`src/rtl/core/svp_pkg.sv`:
```
`default_nettype none
// ----------------------------------------------------------------------------
// svp_pkg
// Shared types and constants of the stereo sample-playback voice: opcodes,
// register indexes, the command that travels from the front to the back,
// and the configuration bundle.
// ----------------------------------------------------------------------------
package svp_pkg;

	// Store depth used when the top level is not told otherwise.
	localparam int DEF_MAX_FRAMES = 65536;

	// Width of the read position and of the frame count register.
	localparam int POS_W = 17;

	// Largest value the frame count register can hold.
	localparam int COUNT_MAX = 131071;

	// Widths of the item fields.
	localparam int ADDR_W   = 16;
	localparam int SAMPLE_W = 16;
	localparam int GAIN_W   = 16;

	// Q1.15 unity gain.
	localparam logic [GAIN_W-1:0] UNITY_GAIN = 16'h8000;

	// Depth of the command queue between front and back.
	localparam int QUEUE_DEPTH = 4;

	// Opcodes of an input item.
	typedef enum logic [1:0] {
		OP_LOAD   = 2'd0,
		OP_RENDER = 2'd1,
		OP_PLAY   = 2'd2,
		OP_VOLUME = 2'd3
	} opcode_t;

	// Register indexes of the configuration port.
	typedef enum logic {
		REG_LOOP_ENABLE = 1'b0,
		REG_FRAME_COUNT = 1'b1
	} reg_idx_t;

	// Work handed to the back end.
	typedef enum logic [1:0] {
		CMD_WRITE  = 2'd0,
		CMD_READ   = 2'd1,
		CMD_SILENT = 2'd2
	} cmd_kind_t;

	typedef struct packed {
		cmd_kind_t             kind;
		logic [POS_W-1:0]      addr;
		logic [2*SAMPLE_W-1:0] data;
		logic [GAIN_W-1:0]     gain;
		logic                  playing_now;
		logic                  ended_here;
	} cmd_t;

	// Configuration registers as seen by the front end.
	typedef struct packed {
		logic             loop_enable;
		logic [POS_W-1:0] frame_count;
	} cfg_t;

endpackage
`default_nettype wire

```
`src/rtl/core/svp_queue.sv`:
```
`default_nettype none
// ----------------------------------------------------------------------------
// svp_queue
// Short command queue between front and back, so that each side can stall
// without holding up the other.
// ----------------------------------------------------------------------------
module svp_queue (
	input  wire logic          clk,
	input  wire logic          arst_n,
	input  wire logic          push,
	input  wire svp_pkg::cmd_t push_cmd,
	input  wire logic          pop,
	output      svp_pkg::cmd_t head,
	output      logic          full,
	output      logic          empty
);
	import svp_pkg::*;

	localparam int PTR_W = $clog2(QUEUE_DEPTH);
	localparam logic [PTR_W:0] DEPTH_CNT = (PTR_W+1)'(QUEUE_DEPTH);
	localparam logic [PTR_W-1:0] LAST = PTR_W'(QUEUE_DEPTH - 1);

	cmd_t             slots_q [QUEUE_DEPTH];
	logic [PTR_W-1:0] wr_ptr_q, rd_ptr_q;
	logic [PTR_W:0]   fill_q;
	logic             do_push, do_pop;

	assign full    = fill_q == DEPTH_CNT;
	assign empty   = fill_q == '0;
	assign head    = slots_q[rd_ptr_q];
	assign do_push = push && !full;
	assign do_pop  = pop && !empty;

	// Command storage.
	always_ff @(posedge clk) begin
		if (do_push) begin
			slots_q[wr_ptr_q] <= push_cmd;
		end
	end

	// Pointers and fill level.
	always_ff @(posedge clk or negedge arst_n) begin
		if (!arst_n) begin
			wr_ptr_q <= '0;
			rd_ptr_q <= '0;
			fill_q   <= '0;
		end else begin
			if (do_push) begin
				wr_ptr_q <= (wr_ptr_q == LAST) ? '0 : wr_ptr_q + PTR_W'(1);
			end
			if (do_pop) begin
				rd_ptr_q <= (rd_ptr_q == LAST) ? '0 : rd_ptr_q + PTR_W'(1);
			end
			case ({do_push, do_pop})
				2'b10:   fill_q <= fill_q + (PTR_W+1)'(1);
				2'b01:   fill_q <= fill_q - (PTR_W+1)'(1);
				default: fill_q <= fill_q;
			endcase
		end
	end

endmodule
`default_nettype wire

```
`config.mk`:
```
export PLATFORM = sky130hd
export DESIGN_NAME = svp_queue
export DESIGN_NICKNAME = d
export VERILOG_FILES = /design/src/rtl/core/svp_pkg.sv /design/src/rtl/core/svp_queue.sv
export SDC_FILE = /design/constraint.sdc
export NUM_CORES = 1
export LEC_CHECK = 0
export ABC_AREA = 1
export BUFFER_PORTS_ARGS = -buffer_cell sky130_fd_sc_hd__buf_2
export CELL_PAD_IN_SITES_DETAIL_PLACEMENT = 0
export CELL_PAD_IN_SITES_GLOBAL_PLACEMENT = 2
export CORE_ASPECT_RATIO = 1.2
export CORE_MARGIN = 2
export CORE_UTILIZATION = 37
export DETAILED_ROUTE_END_ITERATION = 8
export PLACE_DENSITY_LB_ADDON = 0.1
export REMOVE_ABC_BUFFERS = 1
export SKIP_CTS_REPAIR_TIMING = 1
export SYNTH_ARGS = -nofsm -noshare
export SYNTH_HDL_FRONTEND = slang
export SYNTH_SLANG_ARGS = --single-unit
export TNS_END_PERCENT = 30
```
`constraint.sdc`:
```
create_clock -name clk -period 3.9 [get_ports clk]
set_input_delay 0.195 -clock clk [delete_from_list [all_inputs] [get_ports clk]]
set_output_delay 0.195 -clock clk [all_outputs]
set_load 0.05 [all_outputs]
```
==> results of run 1 <==
layer usage:
metal | share of wire | wire length [µm]
met2 | 0.48 | 11960
met3 | 0.043 | 1060
met1 | 0.45 | 11270
met5 | 0 | 0
met4 | 0.021 | 510
metrics by stage:
| stage | hold WS [ns] | total power [mW] | TNS [ns] | instances |
|---|---|---|---|---|
| global placement | 0.05090 | 9.743 | 0 | 1378 |
| CTS | -0.5564 | 12.53 | 0 | 1430 |
| finish | 0.3882 | 12.35 | 0 | 1505 |
| floorplan | -0.1006 | 7.965 | -240.63 | 820 |
| global route | 0.3816 | 13.06 | 0 | 1504 |
| detailed placement | 0.04756 | 9.748 | 0 | 1378 |
worst max path at each step:
stage,startpoint,end,slack (ns)
floorplan,rd_ptr_q[0],head[0],-2.75
global placement,rd_ptr_q[1],head[52],1.49
detailed placement,rd_ptr_q[1],head[3],1.46
CTS,rd_ptr_q[1],head[3],0.85
global route,rd_ptr_q[1],head[0],0.78
finish,rd_ptr_q[1],head[36],0.96
sequential cells by signal, summed over array words and instances, names as in the netlist:
register,count
fill_q,3
rd_ptr_q,2
slots_q,276
wr_ptr_q,2
critical path, stage by stage (launching register included):
cell and delay, ns:
sky130_fd_sc_hd__dfrtp_4 0.91, sky130_fd_sc_hd__buf_4 0.66, sky130_fd_sc_hd__o211ai_2 0.17, sky130_fd_sc_hd__nand2_1 0.14, sky130_fd_sc_hd__buf_2 0.28
logic make-up (layout without fill, tap and decap cells):
logic type | count (synthesis) | in the layout | share of synthesized area
AOI/OAI and AO/OA | 139 | 139 | 0.1215
xor gates and xnor gates | 1 | 1 | 0.0007360
adders and majority gates | 7 | 7 | 0.007989
buffers and inverters | 200 | 437 | 0.08336
DFF | 283 | 283 | 0.7110
other | 0 | 1 | 0
and+or+nand+nor | 236 | 236 | 0.07537
placed cells by master, fill, tap and decap left out:
cell,synthesis,layout
sky130_fd_sc_hd__edfxtp_1,276,276
sky130_fd_sc_hd__clkinv_2,0,3
sky130_fd_sc_hd__buf_4,0,7
sky130_fd_sc_hd__nor2_1,6,2
sky130_fd_sc_hd__ha_1,6,6
sky130_fd_sc_hd__clkinv_1,0,2
sky130_fd_sc_hd__clkbuf_1,0,8
sky130_fd_sc_hd__diode_2,0,1
sky130_fd_sc_hd__o21ai_0,1,1
sky130_fd_sc_hd__dlygate4sd3_1,0,74
sky130_fd_sc_hd__nand4_1,1,1
sky130_fd_sc_hd__buf_12,0,7
sky130_fd_sc_hd__bufinv_16,0,1
sky130_fd_sc_hd__clkbuf_8,0,7
sky130_fd_sc_hd__inv_2,2,2
sky130_fd_sc_hd__nor2_4,0,4
sky130_fd_sc_hd__inv_1,151,151
sky130_fd_sc_hd__nand3_1,7,7
sky130_fd_sc_hd__o211ai_2,81,81
sky130_fd_sc_hd__nand2_1,222,222
sky130_fd_sc_hd__xnor2_1,1,1
sky130_fd_sc_hd__buf_2,17,143
sky130_fd_sc_hd__clkbuf_16,0,31
sky130_fd_sc_hd__inv_4,1,1
sky130_fd_sc_hd__dfrtp_4,0,2
sky130_fd_sc_hd__dfrtp_1,7,5
sky130_fd_sc_hd__o211ai_1,57,57
sky130_fd_sc_hd__fa_1,1,1
power groups by stage:
stage	Combinational [mW]	Sequential (mW)	Clock (mW)
floorplan	3.36	4.60	0
global placement	5.34	4.40	0
detailed placement	5.34	4.41	0
CTS	5.34	4.35	2.83
global route	5.71	4.40	2.95
finish	5.26	4.33	2.76
final cells by class:
| type | count | area, µm² | share of cell area |
|---|---|---|---|
| clock buffer | 46 | 902.1 | 0.06163 |
| clock inverter | 6 | 52.55 | 0.003590 |
| timing repair buffer | 231 | 1649 | 0.1127 |
| antenna | 1 | 2.502 | 0.0001710 |
| multi-input combinational | 383 | 2477 | 0.1693 |
| inverter | 154 | 580.6 | 0.03967 |
| sequential | 283 | 8471 | 0.5787 |
| tap | 401 | 501.7 | 0.03428 |
==> qor.yml, run 1 <==
last_weighted_congestion_value_of_the_routability_driven_placer: 0.6862
worst_path_setup_slack_after_routing_ns: 0.9609
period_minus_slack_ns: 2.939
number_of_maximum_capacitance_violations: 0
synth_top_area_share: 0.6963
hold_path.class: "primary input to flip-flop"
synthMostInstantiatedCell: "sky130_fd_sc_hd__edfxtp_1"
cp.arrival_ns: 2.74
final_design_utilization: 0.4641
part_of_the_total_power_dissipated_in_the_clock_network: 0.223
count_of_final_max_slew_check_failures: 0
drt_first_iter_violations: 297
r2r_start: "fill_q[0]"
grt_pass1_wl_mm: 38.12
final-hold-violation-count: 0
final_nets: 1164
setup_crit_path_kind: "flip-flop to primary output"
ys_ff_latch: 283
drive_above_1_share: 0.2620
timing.critical_path.to_type: "primary output"
hp-start: "push_cmd[1]"
fillers: 2881
clock-root-buffer: "sky130_fd_sc_hd__clkbuf_16"
stdcell_area_um2: 14640
via_count: 6880
detail_route.drc_violations: 0
placed_cell_areas_um2: 12940
global_route.peak_usage_layer: "met2"
cts_tree: "done"
ys.flop_type: "sky130_fd_sc_hd__edfxtp_1"
actual_slew_at_the_worst_max_slew_pin_ns: 0.7485
count_of_warnings_emitted_by_yosys: 0
cts_num_sinks: 283
grt_util_met1: 0.1916
coreArea_um2: 31540
grt_setup_unrepaired: "false"
initial_core_utilization: 0.3774
grt_util_met2: 0.2478
maxSlewHeadroom: 0.5010
fp-row-count: 71
synth_top_area_cell: "sky130_fd_sc_hd__edfxtp_1"
wl_per_cell_um: 16.47
ir_worst_vdd_mv: 0.5750
total_leakage_power_nw: 5.849
dp_hpwl_mm: 13.94
pwr-share-comb: 0.426
first_global_vias: 6559
setup_viol: 0
outcome: "finished clean"
power.net_switching_mw: 5.404
p_sw_frac: 0.4377
yosys.cell_types.count: 17
die_h_um: 200.5
hold_path_depth: 2
grt_overflow: 0
grt_max_degree: 64
share_seq_of_total_power: 0.351
synth.cell_area_um2: 11900
cts_buffers: 31
synthCells: 866
cp_max_fo: 39
gr-usage-all-layers: 0.1461
timing.rr.end: "slots_q[0][37]"
ys_async_sr_fraction: 0.02473
drt_pass1_iterations: 4
place.port_buffers: 143
clock_transition_at_the_registers_of_the_reported_paths_ns: 0.06
final.setup_skew_ns: 0.007619
routed_wl_mm: 24.79
route.detailed.vias_per_inst: 4.571
power-per-cell-area_nw_per_um2: 843.6
ctsLongestPathBuffers: 3
ys_top_cells_by_count: "sky130_fd_sc_hd__edfxtp_1, sky130_fd_sc_hd__nand2_1, sky130_fd_sc_hd__inv_1"
area_growth_pct: 22.97
cts.htree.levels: 1
postRouteAntennaNets: 0
maxClockFrequency_ghz: 0.3402
synth-seq-area-share: 0.7110
synth_enable_flop_cells: 276
grt_antenna_before_repair: 0
cp_data_required_time_ns: 3.70
yosys-top-cells-area: "sky130_fd_sc_hd__edfxtp_1, sky130_fd_sc_hd__o211ai_2, sky130_fd_sc_hd__nand2_1"
preCtsSetupSlack_ns: 1.462
synth.avg_cell_area_um2: 13.74
r2r.worst_path.cells: 5
num_io_pins: 144
dieWidth_um: 167.7
floorplan.die_area_um2: 33630
whs_endpoint: "slots_q[0][1]"
met3_usage: 0.02879
total_internal_power_mw: 6.943
insertion_delay_to_the_later_sink_of_the_worst_skew_pair_ns: 0.55
start_kind: "flip-flop"
final.period_utilization: 0.7536
r2r_setup_slack_ns: 1.60
Note: power is estimated with default switching activity, not from simulation.
==> run 2: changes to the inputs <==
- CORE_UTILIZATION: 37 -> 41
- clock period: 3.9 -> 2.9 ns (I/O delays scaled with it)
==> run 2 against run 1 <==
  * Via count is 1.1% lower
  * Worst hold slack got worse by 0.033 ns
  * Highest routed layer unchanged
  * Die area is 9.5% lower
  * Cell area down 0.27%
  * Sequential share of layout area grew 0.16 points
  * Register-to-register slack got worse by 0.80 ns
  * Clock skew is 0.0038 ns higher
  * Routed wire length decreased by 6.1%
  * Worst setup slack got worse by 0.45 ns
  * Largest cell class unchanged
  * Clock power rose by 30%
  * Power up 33%
  * Core utilization increased by 4.5 points
==> qor.yml, run 2 (synthesis results as in run 1) <==
cts.htree.levels: 1
hold_path_depth: 2
largest_reg_flops: 276
pwr-share-comb: 0.441
wl_per_cell_um: 15.62
coreArea_um2: 28670
num_antenna_cells: 0
initial_core_utilization: 0.4151
gr-usage-all-layers: 0.1505
final-hold-violation-count: 0
place.port_buffers: 143
setup_crit_path_kind: "flip-flop to primary output"
final_nets: 1164
die_h_um: 190.6
ir_worst_vdd_mv: 0.8233
routed_wl_mm: 23.29
whs_endpoint: "slots_q[3][43]"
biggest_register: "slots_q"
total_internal_power_mw: 9.280
route.detailed.vias_per_inst: 4.561
drive_above_1_share: 0.2604
total_leakage_power_nw: 5.841
timing.rr.end: "fill_q[2]"
drt_first_iter_violations: 347
grt_overflow: 0
top_registers: "slots_q (276), fill_q (3)"
via_count: 6801
insertion_delay_to_the_later_sink_of_the_worst_skew_pair_ns: 0.54
cts_tree: "done"
final.period_utilization: 0.8254
fin_worst_hold_slack_ns: 0.3549
start_kind: "flip-flop"
clock_transition_at_the_registers_of_the_reported_paths_ns: 0.06
area_growth_pct: 22.63
cp_data_required_time_ns: 2.76
cp.arrival_ns: 2.25
grt_antenna_before_repair: 0
cts_buffers: 30
dieWidth_um: 159.5
detail_route.drc_violations: 0
cp_max_fo: 35
hold_path.class: "primary input to flip-flop"
cts_num_sinks: 283
grt_max_degree: 93
setup_viol: 0
p_sw_frac: 0.4361
dp_hpwl_mm: 12.80
r2r_start: "fill_q[1]"
fp-row-count: 68
r2r.worst_path.cells: 10
grt_setup_unrepaired: "false"
part_of_the_total_power_dissipated_in_the_clock_network: 0.218
fillers: 2569
period_minus_slack_ns: 2.394
postRouteAntennaNets: 0
last_weighted_congestion_value_of_the_routability_driven_placer: 0.6594
first_global_vias: 6534
clock-root-buffer: "sky130_fd_sc_hd__clkbuf_16"
final.setup_skew_ns: 0.01139
mostFrequentLayoutCell: "sky130_fd_sc_hd__edfxtp_1"
count_of_final_max_slew_check_failures: 0
power.net_switching_mw: 7.176
outcome: "finished clean"
maxSlewHeadroom: 0.6145
r2r_setup_slack_ns: 0.80
floorplan.die_area_um2: 30420
hp-start: "push_cmd[43]"
commonest_non_fill_non_tap_cells_in_the_layout: "sky130_fd_sc_hd__edfxtp_1, sky130_fd_sc_hd__nand2_1, sky130_fd_sc_hd__inv_1"
number_of_maximum_capacitance_violations: 0
timing.critical_path.to_type: "primary output"
final_design_utilization: 0.5091
share_seq_of_total_power: 0.341
grt_pass1_wl_mm: 36.12
num_io_pins: 144
power-per-cell-area_nw_per_um2: 1127
maxClockFrequency_ghz: 0.4178
drt_pass1_iterations: 4
ctsLongestPathBuffers: 3
actual_slew_at_the_worst_max_slew_pin_ns: 0.5783
==> run 2: cell count changes in the layout (fill, tap and decap cells not counted), sizes merged <==
| cell | before | now |
|---|---|---|
| buf | 157 | 158 |
| bufinv | 1 | 2 |
| clkinv | 5 | 13 |
| clkbuf | 46 | 38 |
| diode | 1 | 0 |
| clkinvlp | 0 | 1 |
==> run 2: final cells by class <==
class | instances | area (µm²) | area share
Clock inverter | 16 | 127.6 | 0.008743
Clock buffer | 38 | 802.0 | 0.05495
Timing Repair Buffer | 232 | 1657 | 0.1135
Inverter | 154 | 580.6 | 0.03977
Multi-Input combinational cell | 383 | 2477 | 0.1697
Tap cell | 385 | 481.7 | 0.03300
Sequential cell | 283 | 8471 | 0.5803
==> run 2: power by group through the flow <==
stage,Clock (mW),Combinational [mW],Sequential [mW]
after floorplan,0,4.16,6.10
after global placement,0,7.35,5.68
after detailed placement,0,7.35,5.70
after CTS,3.72,7.37,5.62
after global routing,3.86,7.88,5.68
final,3.59,7.26,5.61
==> run 2: how the worst max path moves through the flow <==
stage / from / endpoint / slack [ns] / depth (start not counted)
after floorplan: rd_ptr_q[0] / rd_ptr_q[0] / -3.70 / 4
after global placement: fill_q[0] / fill_q[2] / 0.81 / 10
after detailed placement: fill_q[0] / fill_q[2] / 0.81 / 10
after CTS: rd_ptr_q[1] / head[15] / 0.42 / 5
after global routing: rd_ptr_q[1] / head[15] / 0.35 / 5
final: rd_ptr_q[1] / head[15] / 0.51 / 5
==> run 2: metrics by stage <==
stage	cell area, µm²	setup WS [ns]	power (mW)	cells	setup TNS, ns
2_1_floorplan	11490	-3.700	10.27	820	-584.18
3_3_place_gp	12930	0.8075	13.03	1363	0
3_5_place_dp	12930	0.8067	13.05	1363	0
4_1_cts	13860	0.4219	16.70	1417	0
5_1_grt	14600	0.3506	17.41	1491	0
6_report	14600	0.5064	16.46	1491	0
==> run 2: routing by layer <==
| metal | GRT usage | up-vias | share of wire |
|---|---|---|---|
| met3 | 0.02958 | 29 | 0.044 |
| li1 | - | 3443 | - |
| met2 | 0.2552 | 128 | 0.48 |
| met4 | 0.03671 | 0 | 0.015 |
| met1 | 0.2000 | 3201 | 0.46 |
| met5 | 0 | - | 0 |
==> run 2: critical path, stage by stage (launching register included) <==
cell	delay (ns)
sky130_fd_sc_hd__dfrtp_4	0.50
sky130_fd_sc_hd__inv_4	0.42
sky130_fd_sc_hd__buf_4	0.29
sky130_fd_sc_hd__o211ai_1	0.11
sky130_fd_sc_hd__nand2_1	0.10
sky130_fd_sc_hd__buf_2	0.27
