===== config.mk =====
export PLATFORM = sky130hd
export DESIGN_NAME = svp_front_flat
export DESIGN_NICKNAME = d
export VERILOG_FILES = /design/src/rtl/core/svp_pkg.sv /design/src/rtl/core/svp_channels.sv /design/src/rtl/core/svp_front.sv /design/src/flat_wrapper.sv
export SDC_FILE = /design/constraint.sdc
export NUM_CORES = 1
export LEC_CHECK = 0
export CAP_MARGIN = 20
export CORE_ASPECT_RATIO = 0.6
export CORE_MARGIN = 10
export CORE_UTILIZATION = 45
export DETAILED_ROUTE_END_ITERATION = 10
export DONT_BUFFER_PORTS = 1
export RECOVER_POWER = 25
export SYNTH_ARGS = -nofsm -noshare
export SYNTH_HDL_FRONTEND = slang
export SYNTH_SLANG_ARGS = --single-unit

===== constraint.sdc =====
create_clock -name clk -period 7.7 [get_ports clk]
set_input_delay 0.385 -clock clk [delete_from_list [all_inputs] [get_ports clk]]
set_output_delay 0.385 -clock clk [all_outputs]
set_load 0.02 [all_outputs]

===== src/rtl/core/svp_pkg.sv =====
`default_nettype none
// ----------------------------------------------------------------------------
// svp_pkg
// Shared types and constants of the stereo sample-playback voice: opcodes,
// register indexes, the command that travels from the front to the back,
// and the configuration bundle.
// ----------------------------------------------------------------------------
package svp_pkg;

	// Store depth used when the top level is not told otherwise.
	localparam int DEF_MAX_FRAMES = 65536;

	// Width of the read position and of the frame count register.
	localparam int POS_W = 17;

	// Largest value the frame count register can hold.
	localparam int COUNT_MAX = 131071;

	// Widths of the item fields.
	localparam int ADDR_W   = 16;
	localparam int SAMPLE_W = 16;
	localparam int GAIN_W   = 16;

	// Q1.15 unity gain.
	localparam logic [GAIN_W-1:0] UNITY_GAIN = 16'h8000;

	// Depth of the command queue between front and back.
	localparam int QUEUE_DEPTH = 4;

	// Opcodes of an input item.
	typedef enum logic [1:0] {
		OP_LOAD   = 2'd0,
		OP_RENDER = 2'd1,
		OP_PLAY   = 2'd2,
		OP_VOLUME = 2'd3
	} opcode_t;

	// Register indexes of the configuration port.
	typedef enum logic {
		REG_LOOP_ENABLE = 1'b0,
		REG_FRAME_COUNT = 1'b1
	} reg_idx_t;

	// Work handed to the back end.
	typedef enum logic [1:0] {
		CMD_WRITE  = 2'd0,
		CMD_READ   = 2'd1,
		CMD_SILENT = 2'd2
	} cmd_kind_t;

	typedef struct packed {
		cmd_kind_t             kind;
		logic [POS_W-1:0]      addr;
		logic [2*SAMPLE_W-1:0] data;
		logic [GAIN_W-1:0]     gain;
		logic                  playing_now;
		logic                  ended_here;
	} cmd_t;

	// Configuration registers as seen by the front end.
	typedef struct packed {
		logic             loop_enable;
		logic [POS_W-1:0] frame_count;
	} cfg_t;

endpackage
`default_nettype wire


===== src/rtl/core/svp_channels.sv =====
`default_nettype none
// ----------------------------------------------------------------------------
// svp channels
// Valid/ready channels of the voice: the item channel into the block and
// the result channel out of it.
// ----------------------------------------------------------------------------
interface svp_in_if;
	logic        valid;
	logic        ready;
	logic [1:0]  opcode;
	logic [15:0] frame_address;
	logic signed [15:0] left_in;
	logic signed [15:0] right_in;
	logic        play_enable;
	logic        restart_flag;
	logic [15:0] volume_level;

	modport source (
		output valid, opcode, frame_address, left_in, right_in,
		       play_enable, restart_flag, volume_level,
		input  ready
	);
	modport sink (
		input  valid, opcode, frame_address, left_in, right_in,
		       play_enable, restart_flag, volume_level,
		output ready
	);
endinterface

`default_nettype wire


===== src/rtl/core/svp_front.sv =====
`default_nettype none
// ----------------------------------------------------------------------------
// svp_front
// Accepts items, keeps the playback state (position, play flag, gain) and
// turns each render item and each in-range load item into a back-end command.
// ----------------------------------------------------------------------------
module svp_front #(
	parameter int MAX_FRAMES = svp_pkg::DEF_MAX_FRAMES
) (
	input  wire logic          clk,
	input  wire logic          arst_n,
	svp_in_if.sink             items,
	input  wire svp_pkg::cfg_t cfg,
	input  wire logic          queue_full,
	output      logic          push,
	output      svp_pkg::cmd_t cmd
);
	import svp_pkg::*;

	// Frames the store can hold; load addresses are 16 bits wide.
	localparam int STORE_DEPTH = (MAX_FRAMES < 65536) ? MAX_FRAMES : 65536;
	localparam logic [POS_W-1:0] STORE_LIMIT = POS_W'(STORE_DEPTH);
	// Largest usable frame count.
	localparam logic [POS_W-1:0] COUNT_CAP =
		POS_W'((MAX_FRAMES < COUNT_MAX) ? MAX_FRAMES : COUNT_MAX);
	localparam logic [POS_W-1:0] ONE = POS_W'(1);

	logic [POS_W-1:0]  pos_q, pos_d;
	logic              playing_q, playing_d;
	logic [GAIN_W-1:0] gain_q, gain_d;
	logic [POS_W-1:0]  count;
	logic [POS_W-1:0]  start_pos, next_pos;
	logic              at_end;
	logic              accept;

	assign items.ready = !queue_full;
	assign accept      = items.valid && items.ready;

	// Frame count clamped to the range the store supports.
	always_comb begin
		if (cfg.frame_count == '0) begin
			count = ONE;
		end else if (cfg.frame_count > COUNT_CAP) begin
			count = COUNT_CAP;
		end else begin
			count = cfg.frame_count;
		end
	end

	// Position handling of a render step.
	assign at_end    = pos_q >= count;
	assign start_pos = at_end ? '0 : pos_q;
	assign next_pos  = start_pos + ONE;

	// Classify the item and work out the next state.
	always_comb begin
		pos_d            = pos_q;
		playing_d        = playing_q;
		gain_d           = gain_q;
		push             = 1'b0;
		cmd.kind         = CMD_SILENT;
		cmd.addr         = start_pos;
		cmd.data         = {items.right_in, items.left_in};
		cmd.gain         = gain_q;
		cmd.playing_now  = 1'b0;
		cmd.ended_here   = 1'b0;
		if (accept) begin
			case (opcode_t'(items.opcode))
				OP_LOAD: begin
					cmd.kind = CMD_WRITE;
					cmd.addr = {1'b0, items.frame_address};
					push     = {1'b0, items.frame_address} < STORE_LIMIT;
				end
				OP_RENDER: begin
					push = 1'b1;
					if (!playing_q) begin
						cmd.kind = CMD_SILENT;
					end else if (at_end && !cfg.loop_enable) begin
						cmd.kind       = CMD_SILENT;
						cmd.ended_here = 1'b1;
						playing_d      = 1'b0;
					end else begin
						cmd.kind = CMD_READ;
						if (next_pos >= count) begin
							if (cfg.loop_enable) begin
								pos_d = '0;
							end else begin
								pos_d          = next_pos;
								playing_d      = 1'b0;
								cmd.ended_here = 1'b1;
							end
						end else begin
							pos_d = next_pos;
						end
						cmd.playing_now = playing_d;
					end
				end
				OP_PLAY: begin
					if (items.restart_flag) begin
						pos_d = '0;
					end
					playing_d = items.play_enable;
				end
				OP_VOLUME: begin
					gain_d = (items.volume_level > UNITY_GAIN) ? UNITY_GAIN
					                                           : items.volume_level;
				end
				default: begin
					push = 1'b0;
				end
			endcase
		end
	end

	// Playback state registers.
	always_ff @(posedge clk or negedge arst_n) begin
		if (!arst_n) begin
			pos_q     <= '0;
			playing_q <= 1'b0;
			gain_q    <= UNITY_GAIN;
		end else begin
			pos_q     <= pos_d;
			playing_q <= playing_d;
			gain_q    <= gain_d;
		end
	end

endmodule
`default_nettype wire


===== src/flat_wrapper.sv =====
// flat-port wrapper written by rule: the top's interface ports become plain ports
module svp_front_flat import svp_pkg::*;
#(
	parameter int MAX_FRAMES = svp_pkg::DEF_MAX_FRAMES
)
  (clk, arst_n, cfg, queue_full, push, cmd, items_valid, items_opcode, items_frame_address, items_left_in, items_right_in, items_play_enable, items_restart_flag, items_volume_level, items_ready);
  svp_in_if items_i ();
  input  wire logic clk;
  input  wire logic arst_n;
  input  wire svp_pkg::cfg_t cfg;
  input  wire logic queue_full;
  output      logic push;
  output      svp_pkg::cmd_t cmd;
  input wire logic [$bits(items_i.valid)-1:0] items_valid;
  input wire logic [$bits(items_i.opcode)-1:0] items_opcode;
  input wire logic [$bits(items_i.frame_address)-1:0] items_frame_address;
  input wire logic [$bits(items_i.left_in)-1:0] items_left_in;
  input wire logic [$bits(items_i.right_in)-1:0] items_right_in;
  input wire logic [$bits(items_i.play_enable)-1:0] items_play_enable;
  input wire logic [$bits(items_i.restart_flag)-1:0] items_restart_flag;
  input wire logic [$bits(items_i.volume_level)-1:0] items_volume_level;
  output wire logic [$bits(items_i.ready)-1:0] items_ready;
  assign items_i.valid = items_valid;
  assign items_i.opcode = items_opcode;
  assign items_i.frame_address = items_frame_address;
  assign items_i.left_in = items_left_in;
  assign items_i.right_in = items_right_in;
  assign items_i.play_enable = items_play_enable;
  assign items_i.restart_flag = items_restart_flag;
  assign items_i.volume_level = items_volume_level;
  assign items_ready = items_i.ready;
  svp_front #(.MAX_FRAMES(MAX_FRAMES)) u_core (.clk(clk), .arst_n(arst_n), .items(items_i), .cfg(cfg), .queue_full(queue_full), .push(push), .cmd(cmd));
endmodule

==> results.json, run 1 <==
{
  "cp_max_fo": 10,
  "crit_type": "primary input to primary output",
  "hpwl_mm": 7.68,
  "synth_top_area_share": 0.257,
  "worst_hold_path.endpoint": "u_core.gain_q[5]",
  "rows": 23,
  "crit_path_start_kind": "primary input",
  "grt_max_degree": 40,
  "synth_seq_area_share": 0.265,
  "setup_viol": 0,
  "synth_area_per_cell_um2": 8.07,
  "final-max-slew-violation-count": 35,
  "ys_ff_latch": 34,
  "root_buffer": "clkbuf_16",
  "violations": "capacitance limit, slew limit",
  "critPathBufInv": 0,
  "skew_ns": 0.00460,
  "cts_buffers": 5,
  "reg2reg_depth": 23,
  "hold_viol": 0,
  "rsz0062_at_grt": "no",
  "vias": 2732,
  "hp-class": "primary input to register",
  "via_per_inst": 6.07,
  "synthesis.area_um2": 3220,
  "finalSetupTns_ns": 0,
  "cp_common_cell": "a21oi_1",
  "path_cells": "nor4_1 > nand4_1 > a21oi_1 > ha_1 > nand2b_1 > a2111oi_0 > nand4b_1 > a21o_1 > nand2_1 > nor2_1 > ha_1 > nand2_1 > nor3_2 > nand3_1 > or2_2 > a21oi_1 > ha_1 > a21oi_1 > o21ai_0 > a2111oi_0 > a21oi_1 > o41ai_2 > nor2b_1",
  "antenna_found_initial": 0,
  "arrival_ns": 6.32,
  "final_common_cell": "nand2_1",
  "synth_top_area_cell": "dfrtp_1",
  "multi_input_area_um2": 2010,
  "placement.cell_area_um2": 3030,
  "yosys-top-cells-area": "dfrtp_1 (26%), ha_1 (15%), nand2_1 (9.1%)",
  "portBuffers": 0,
  "min_path_cells": 1,
  "fillers": 655,
  "period_share": 0.870,
  "clock-sinks": 34,
  "diodes": 0,
  "synthDistinctLibCells": 46,
  "worstReg2RegStart": "u_core.pos_q[0]",
  "final_cell_area_um2": 3190,
  "synth_edf_count": 0,
  "insertion_delay_ns": 0.27,
  "ant_nets": 0,
  "drt-pass1-iter-count": 4,
  "dpl.cell_count": 440,
  "endpoint_kind": "primary output",
  "ios": 161,
  "layout-drive-gt1-share": 0.0606,
  "grt.overflow.total": 0,
  "grt_pass1_wl_mm": 15.3,
  "rr_endpoint": "u_core.pos_q[15]",
  "nets": 491,
  "die-area_um2": 11000,
  "wire_per_inst_um": 21.1,
  "peakVddDrop_mv": 0.0992,
  "slowest_stage": "nor2b_1",
  "grt_usage": 0.170,
  "cts_tree": "done",
  "maxCapViolCount": 1,
  "die_h_um": 85.5,
  "slew_headroom": -0.281,
  "worst_pin_slew_ns": 1.92,
  "mostFrequentLayoutCells": "nand2_1 (78), ha_1 (39), dfrtp_1 (33)",
  "status": "complete, but fails checks",
  "p_per_area_nw_per_um2": 204,
  "fmax_ghz": 0.149,
  "path_clk_slew_ns": 0.05,
  "drt-initial-drc-count": 169,
  "start_util": 0.472,
  "hold_start": "items_volume_level[5]",
  "grt_pass1_vias": 2777,
  "fin_ws_ns": 0.999,
  "synthFlopType": "dfrtp_1",
  "areaGrowthSynthToFinish_pct": -0.817,
  "path_delay_family": "simple AND/OR/NAND/NOR gates",
  "gp_congestion": 0.901,
  "drc": 0,
  "reg2reg_slack_ns": 1.91,
  "cpPeakStageDelay_ns": 0.44,
  "h-tree-depth": 2,
  "cp.required_ns": 7.32,
  "post-route-min-period_ns": 6.70,
  "p_leak_nw": 1.41,
  "ys_async_sr_fraction": 1.00,
  "clk_path_buf_depth": 2,
  "postCtsSetupRepairBufs": 0,
  "yosysWarnings": 0,
  "final_cells": 450,
  "routed_wl_mm": 9.47,
  "final-seq-area_um2": 852,
  "place_ws_ns": 1.02,
  "core_um2": 6820,
  "dieWidth_um": 129,
  "syn_nets": 528,
  "synthCells": 399
}
[how the worst max path moves through the flow]
stage          cells after the start      to  slack, ns   start
2_1_floorplan                     26  cmd[1]       1.91  cfg[2]
3_3_place_gp                      23  cmd[1]       1.01  cfg[1]
3_5_place_dp                      23  cmd[1]       1.02  cfg[1]
4_1_cts                           23  cmd[1]       1.02  cfg[1]
5_1_grt                           24  cmd[1]       0.37  cfg[1]
6_report                          23  cmd[1]        1.0  cfg[1]
[worst reg2reg max path: cells and delay by family, from the launching register on]
kind	cells	cell delay (ns)
buffers and inverters	1	0.11
flip-flops	1	0.38
AND/OR/NAND/NOR	13	2.70
AO/OA/AOI/OAI	5	1.50
adder cells (fa/ha/maj)	3	0.79
XOR/XNOR	1	0.20
[where the power goes]
| group | total (mW) | internal [mW] | switching [mW] |
|---|---|---|---|
| clock network | 0.202 | 0.128 | 0.0737 |
| registers | 0.246 | 0.203 | 0.0430 |
| logic | 0.202 | 0.0758 | 0.126 |
| total | 0.650 | 0.407 | 0.243 |
[registers in the layout (all words and copies together) (netlist names)]
name and flops:
u_core.gain_q 16, u_core.playing_q 1, u_core.pos_q 17
[synthesized netlist by cell type, types with 2 or more instances]
cell / n
ha_1: 39
and2_1: 3
clkbuf_1: 9
buf_4: 33
inv_1: 13
buf_2: 6
a21oi_1: 20
nand4_1: 10
or2_2: 2
nand2b_1: 5
nor3_1: 6
nand2_1: 78
nand3_1: 9
a211o_1: 3
mux2_2: 2
o21ai_0: 23
a2111oi_0: 2
nor4_1: 10
o41ai_1: 8
xnor2_1: 6
a22o_1: 16
o31ai_1: 7
a21o_1: 2
nor2b_1: 2
xor2_1: 6
dfrtp_1: 33
nor2_1: 24
and3_1: 4
[per-stage QoR]
stage,total power [mW],util,hold WS [ns]
after detailed placement,0.446,0.444,0.0909
after CTS,0.656,0.470,0.240
after global placement,0.444,0.444,0.0906
after floorplan,0.418,-,0.0894
final,0.650,0.468,0.244
after global routing,0.696,0.468,0.233
[layout make-up]
type	instances	area share
multi-input cells	304	0.628
well taps	87	0.0341
clock buffers	7	0.0447
repair buffers	4	0.00902
inverters	13	0.0153
clock inverters	1	0.00157
flip-flops and latches	34	0.267
[per-layer routing]
layer	up-vias	track usage	routed length, um
li1	1334	-	-
met2	83	0.260	4190
met1	1297	0.234	4520
met3	18	0.0455	691
met5	-	0	0
met4	0	0.0370	72
[kinds of logic (layout without fill, tap and decap cells)]
logic type | count (synthesis) | after routing | share of synthesized area
mux | 2 | 2 | 0.00700
xor+xnor | 12 | 12 | 0.0327
flops | 34 | 34 | 0.265
simple gates | 160 | 160 | 0.230
buf+inv | 61 | 25 | 0.112
compound gates | 91 | 91 | 0.202
fa+ha+maj | 39 | 39 | 0.152
[timing repair]
action                                 CTS  global route
gates resized for setup                  0             0
endpoints found under the hold margin   34             0
hold buffers                             2             0
Power figures use the tool's default switching activity.
==> inputs of run 2 (changes only) <==
Clock period 7.7 ns to 8.2 ns, I/O delays scaled along.
==> run 2 against run 1 <==
- the flow still finishes with violations (capacitance limit, slew limit)
- via count grew 0.18%
- combinational power shrank 6%
- final cell count did not move
- wire length up 0.99%
- die area did not move
- critical path depth unchanged
- final area stayed put
- register-to-register slack gained 0.49 ns
- core utilization stayed put
- global-route usage is 0.058 points higher
- critical path type unchanged
==> results.json, run 2 (synthesis gave the netlist of run 1 again) <==
{
  "status": "complete, but fails checks",
  "violations": "capacitance limit, slew limit",
  "grt.overflow.total": 0,
  "arrival_ns": 6.34,
  "drt-initial-drc-count": 236,
  "reg2reg_depth": 23,
  "gp_congestion": 0.901,
  "vias": 2737,
  "die-area_um2": 11000,
  "layout-drive-gt1-share": 0.0606,
  "portBuffers": 0,
  "top_regs": "u_core.pos_q: 17 flops, u_core.gain_q: 16 flops, u_core.playing_q: 1 flops",
  "hpwl_mm": 7.70,
  "mostFrequentLayoutCells": "nand2_1 (78), ha_1 (39), dfrtp_1 (33)",
  "cp_max_fo": 10,
  "p_per_area_nw_per_um2": 192,
  "final_common_cell": "nand2_1",
  "cts_buffers": 5,
  "grt_pass1_wl_mm": 15.4,
  "root_buffer": "clkbuf_16",
  "fin_ws_ns": 1.45,
  "diodes": 0,
  "via_per_inst": 6.08,
  "period_share": 0.823,
  "worstReg2RegStart": "u_core.pos_q[0]",
  "grt_max_degree": 40,
  "place_ws_ns": 1.49,
  "critical_path.endpoint": "cmd[1]",
  "largest_register": "u_core.pos_q",
  "cp.required_ns": 7.79,
  "hold_viol": 0,
  "clock-sinks": 34,
  "die_h_um": 85.5,
  "crit_start": "cfg[1]",
  "hp-class": "primary input to register",
  "insertion_delay_ns": 0.28,
  "dieWidth_um": 129,
  "maxCapViolCount": 1,
  "nets": 491,
  "grt_pass1_vias": 2681,
  "clk_path_buf_depth": 2,
  "path_clk_slew_ns": 0.06,
  "areaGrowthSynthToFinish_pct": -0.817,
  "largest_register_ffs": 17,
  "rows": 23,
  "slew_headroom": -0.283,
  "wire_per_inst_um": 21.3,
  "rr_endpoint": "u_core.pos_q[15]",
  "p_leak_nw": 1.41,
  "grt_usage": 0.171,
  "rsz0062_at_grt": "no",
  "h-tree-depth": 2,
  "antenna_found_initial": 0,
  "crit_path_start_kind": "primary input",
  "ant_nets": 0,
  "cts_tree": "done",
  "start_util": 0.472,
  "endpoint_kind": "primary output",
  "skew_ns": 0.00221,
  "post-route-min-period_ns": 6.75,
  "worst_pin_slew_ns": 1.92,
  "drt-pass1-iter-count": 5,
  "routed_wl_mm": 9.57,
  "cts_resized": 0,
  "ios": 161,
  "fmax_ghz": 0.148,
  "cts_hold_repair.buffers": 2,
  "drc": 0,
  "crit_type": "primary input to primary output",
  "reg2reg_slack_ns": 2.40,
  "postCtsSetupRepairBufs": 0,
  "final-max-slew-violation-count": 35,
  "peakVddDrop_mv": 0.114,
  "finalSetupTns_ns": 0,
  "setup_viol": 0,
  "core_um2": 6820
}
## run 2: cell counts in the layout (fill, tap and decap cells not counted)
Identical to the previous run, type by type.
## run 2: worst min-delay path by stage
stage                                 startpoint                end  slack, ns  cells past startpoint
after floorplan                           arst_n   u_core.gain_q[0]       0.11                      0
after global placement                    arst_n   u_core.gain_q[9]       0.12                      0
after detailed placement                  arst_n  u_core.gain_q[10]       0.12                      0
after CTS                 items_volume_level[10]  u_core.gain_q[10]       0.26                      1
after global routing       items_volume_level[5]   u_core.gain_q[5]       0.25                      1
final                      items_volume_level[7]   u_core.gain_q[7]       0.26                      1
## run 2: cell type report
type | instances | area [um2]
inverter | 13 | 48.8
clock inverter | 1 | 5.00
timing repair buffer | 4 | 28.8
tap | 87 | 109
sequential | 34 | 852
multi-input combinational | 304 | 2010
clock buffer | 7 | 143
fill | 662 | 3630
## run 2: routing by layer
metal,global-route usage,part of all wire
met1,0.246,0.47
met2,0.249,0.44
met3,0.0473,0.079
met4,0.0308,0.0075
met5,0,0
## run 2: per-stage QoR
step | hold WS (ns) | std cells | util | total power, mW | instance area, um2
detailed placement | 0.116 | 440 | 0.444 | 0.419 | 3030
CTS | 0.258 | 450 | 0.470 | 0.617 | 3210
global placement | 0.116 | 440 | 0.444 | 0.417 | 3030
finish | 0.258 | 450 | 0.468 | 0.614 | 3190
floorplan | 0.114 | 399 | - | 0.393 | 3220
global route | 0.254 | 450 | 0.468 | 0.651 | 3190
## run 2: power breakdown
| part | internal [mW] | switching, mW |
|---|---|---|
| registers | 0.191 | 0.0405 |
| logic | 0.0713 | 0.119 |
| clock network | 0.120 | 0.0718 |
## run 2: critical path, cell delays in order
cell       delay [ns]
nor4_1           0.33
nand4_1          0.16
a21oi_1          0.33
ha_1             0.29
nand2b_1         0.14
a2111oi_0        0.40
nand4b_1         0.18
a21o_1           0.21
nand2_1          0.25
nor2_1           0.26
ha_1             0.24
nand2_1          0.10
nor3_2           0.33
nand3_1          0.14
or2_2            0.30
a21oi_1          0.17
ha_1             0.27
a21oi_1          0.19
o21ai_0          0.14
a2111oi_0        0.40
a21oi_1          0.21
o41ai_2          0.41
nor2b_1          0.44
==> inputs of run 3 (changes only) <==
Clock period 8.2 ns to 6.1 ns, I/O delays scaled along.
==> run 3 against run 2 <==
- the flow still finishes with violations (capacitance limit, slew limit)
- sequential power is 35% higher
- power is 38% higher
- clock skew is 0.0019 ns higher
==> results.json, run 3 (synthesis gave the netlist of run 1 again) <==
{
  "status": "complete, but fails checks",
  "layout-drive-gt1-share": 0.0997,
  "use_met2": 0.247,
  "top_regs": "u_core.pos_q: 17 flops, u_core.gain_q: 16 flops, u_core.playing_q: 1 flops",
  "rr_endpoint": "u_core.pos_q[13]",
  "h-tree-depth": 2,
  "busiest_layer": "met2",
  "root_buffer": "clkbuf_16",
  "grt_max_degree": 39,
  "drt-pass1-iter-count": 5,
  "drt-initial-drc-count": 269,
  "crit_path_start_kind": "primary input",
  "largest_register_ffs": 17,
  "hold_viol": 0,
  "portBuffers": 0,
  "ios": 161,
  "skew_ns": 0.00409,
  "grt_use_met1": 0.236,
  "endpoint_kind": "primary output",
  "routed_wl_mm": 9.49,
  "dieWidth_um": 129,
  "cp_max_fo": 4,
  "cts_tree": "done",
  "violations": "capacitance limit, slew limit",
  "clk_path_buf_depth": 2,
  "die-area_um2": 11000,
  "maxCapViolCount": 1,
  "critical_path.endpoint": "cmd[1]",
  "antenna_found_initial": 0,
  "period_share": 0.952,
  "crit_start": "cfg[2]",
  "p_leak_nw": 1.47,
  "reg2reg_slack_ns": 0.76,
  "final_cells": 458,
  "diodes": 0,
  "grt.overflow.total": 0,
  "ant_nets": 0,
  "reg2reg_depth": 23,
  "worstReg2RegStart": "u_core.pos_q[0]",
  "globalRouteMet3Util": 0.0455,
  "setup_viol": 0,
  "crit_type": "primary input to primary output",
  "path_clk_slew_ns": 0.06,
  "rows": 23,
  "peakVddDrop_mv": 0.131,
  "die_h_um": 85.5,
  "p_per_area_nw_per_um2": 257,
  "via_per_inst": 6.12,
  "finalSetupTns_ns": 0,
  "wire_per_inst_um": 20.7,
  "insertion_delay_ns": 0.28,
  "nets": 499,
  "gp_congestion": 0.932,
  "largest_register": "u_core.pos_q",
  "hp-class": "primary input to register",
  "worst_pin_slew_ns": 1.84,
  "core_um2": 6820,
  "vias": 2802,
  "placement.cell_area_um2": 3070,
  "fmax_ghz": 0.172,
  "grt_pass1_vias": 2748,
  "clock-sinks": 34,
  "place_ws_ns": 0.0962,
  "final-max-slew-violation-count": 35,
  "post-route-min-period_ns": 5.81,
  "dpl.cell_count": 445,
  "slew_headroom": -0.224,
  "fin_ws_ns": 0.292,
  "final_common_cell": "nand2_1",
  "cp.required_ns": 5.79,
  "final_cell_area_um2": 3300,
  "mostFrequentLayoutCells": "nand2_1 (77), ha_1 (38), dfrtp_1 (33)",
  "hpwl_mm": 7.75,
  "drc": 0,
  "grt_pass1_wl_mm": 15.2,
  "start_util": 0.472,
  "cts_buffers": 5,
  "areaGrowthSynthToFinish_pct": 2.53,
  "grt_usage": 0.169,
  "final_util": 0.484,
  "arrival_ns": 5.50
}
==> run 3: worst min path at each step <==
stage,slack [ns],startpoint,depth (start not counted),end
5_1_grt,0.15,items_volume_level[7],1,u_core.gain_q[7]
3_5_place_dp,0.01,arst_n,0,u_core.gain_q[9]
6_report,0.16,items_volume_level[10],1,u_core.gain_q[10]
4_1_cts,0.15,items_volume_level[10],1,u_core.gain_q[10]
3_3_place_gp,0.01,arst_n,0,u_core.gain_q[9]
2_1_floorplan,0.009,arst_n,0,u_core.gain_q[0]
==> run 3: area by class of cell <==
cell class | instances | area, um2
Clock buffer | 6 | 139
Clock inverter | 2 | 12.5
Fill cell | 670 | 3520
Inverter | 13 | 48.8
Multi-Input combinational cell | 304 | 2050
Sequential cell | 34 | 852
Tap cell | 87 | 109
Timing Repair Buffer | 12 | 88.8
==> run 3: worst max-delay path, stage by stage <==
cell and delay (ns):
nor4_1 0.32, nand4_1 0.21, a21oi_2 0.24, ha_1 0.25, nand2b_1 0.13, a2111oi_1 0.37, nand4b_1 0.19, a21o_1 0.14
nand2_1 0.11, nor2_1 0.16, ha_2 0.23, nand2_1 0.12, nor3_4 0.20, nand3_1 0.12, or2_2 0.30, a21oi_1 0.21
ha_1 0.29, a21oi_1 0.22, o21ai_0 0.17, a2111oi_2 0.27, a21oi_2 0.16, o41ai_4 0.42, nor2b_1 0.19, buf_4 0.16
==> run 3: through the flow <==
step           power, mW  hold WS (ns)
6_report           0.847         0.157
5_1_grt            0.904         0.151
4_1_cts            0.837         0.155
3_5_place_dp       0.573        0.0108
3_3_place_gp       0.569        0.0106
2_1_floorplan      0.528       0.00941
==> run 3: metal layers <==
layer	part of all wire	wire, um	vias to the layer above
met5	0	0	-
met4	0.015	140	0
met3	0.092	870	26
met2	0.43	4050	120
met1	0.47	4420	1307
li1	-	-	1349
==> run 3: repair_timing <==
item | in CTS | in global routing
setup buffers | 0 | 3
resized for setup | 0 | 10
hold endpoints to repair | 34 | 0
hold buffers | 2 | 0
setup endpoints to repair | 0 | 9
==> run 3: power breakdown <==
part           leakage, nW  switching, mW  internal [mW]
logic                0.952          0.166          0.108
clock network       0.0729         0.0977          0.162
registers            0.446         0.0572          0.256
total                 1.47          0.321          0.526
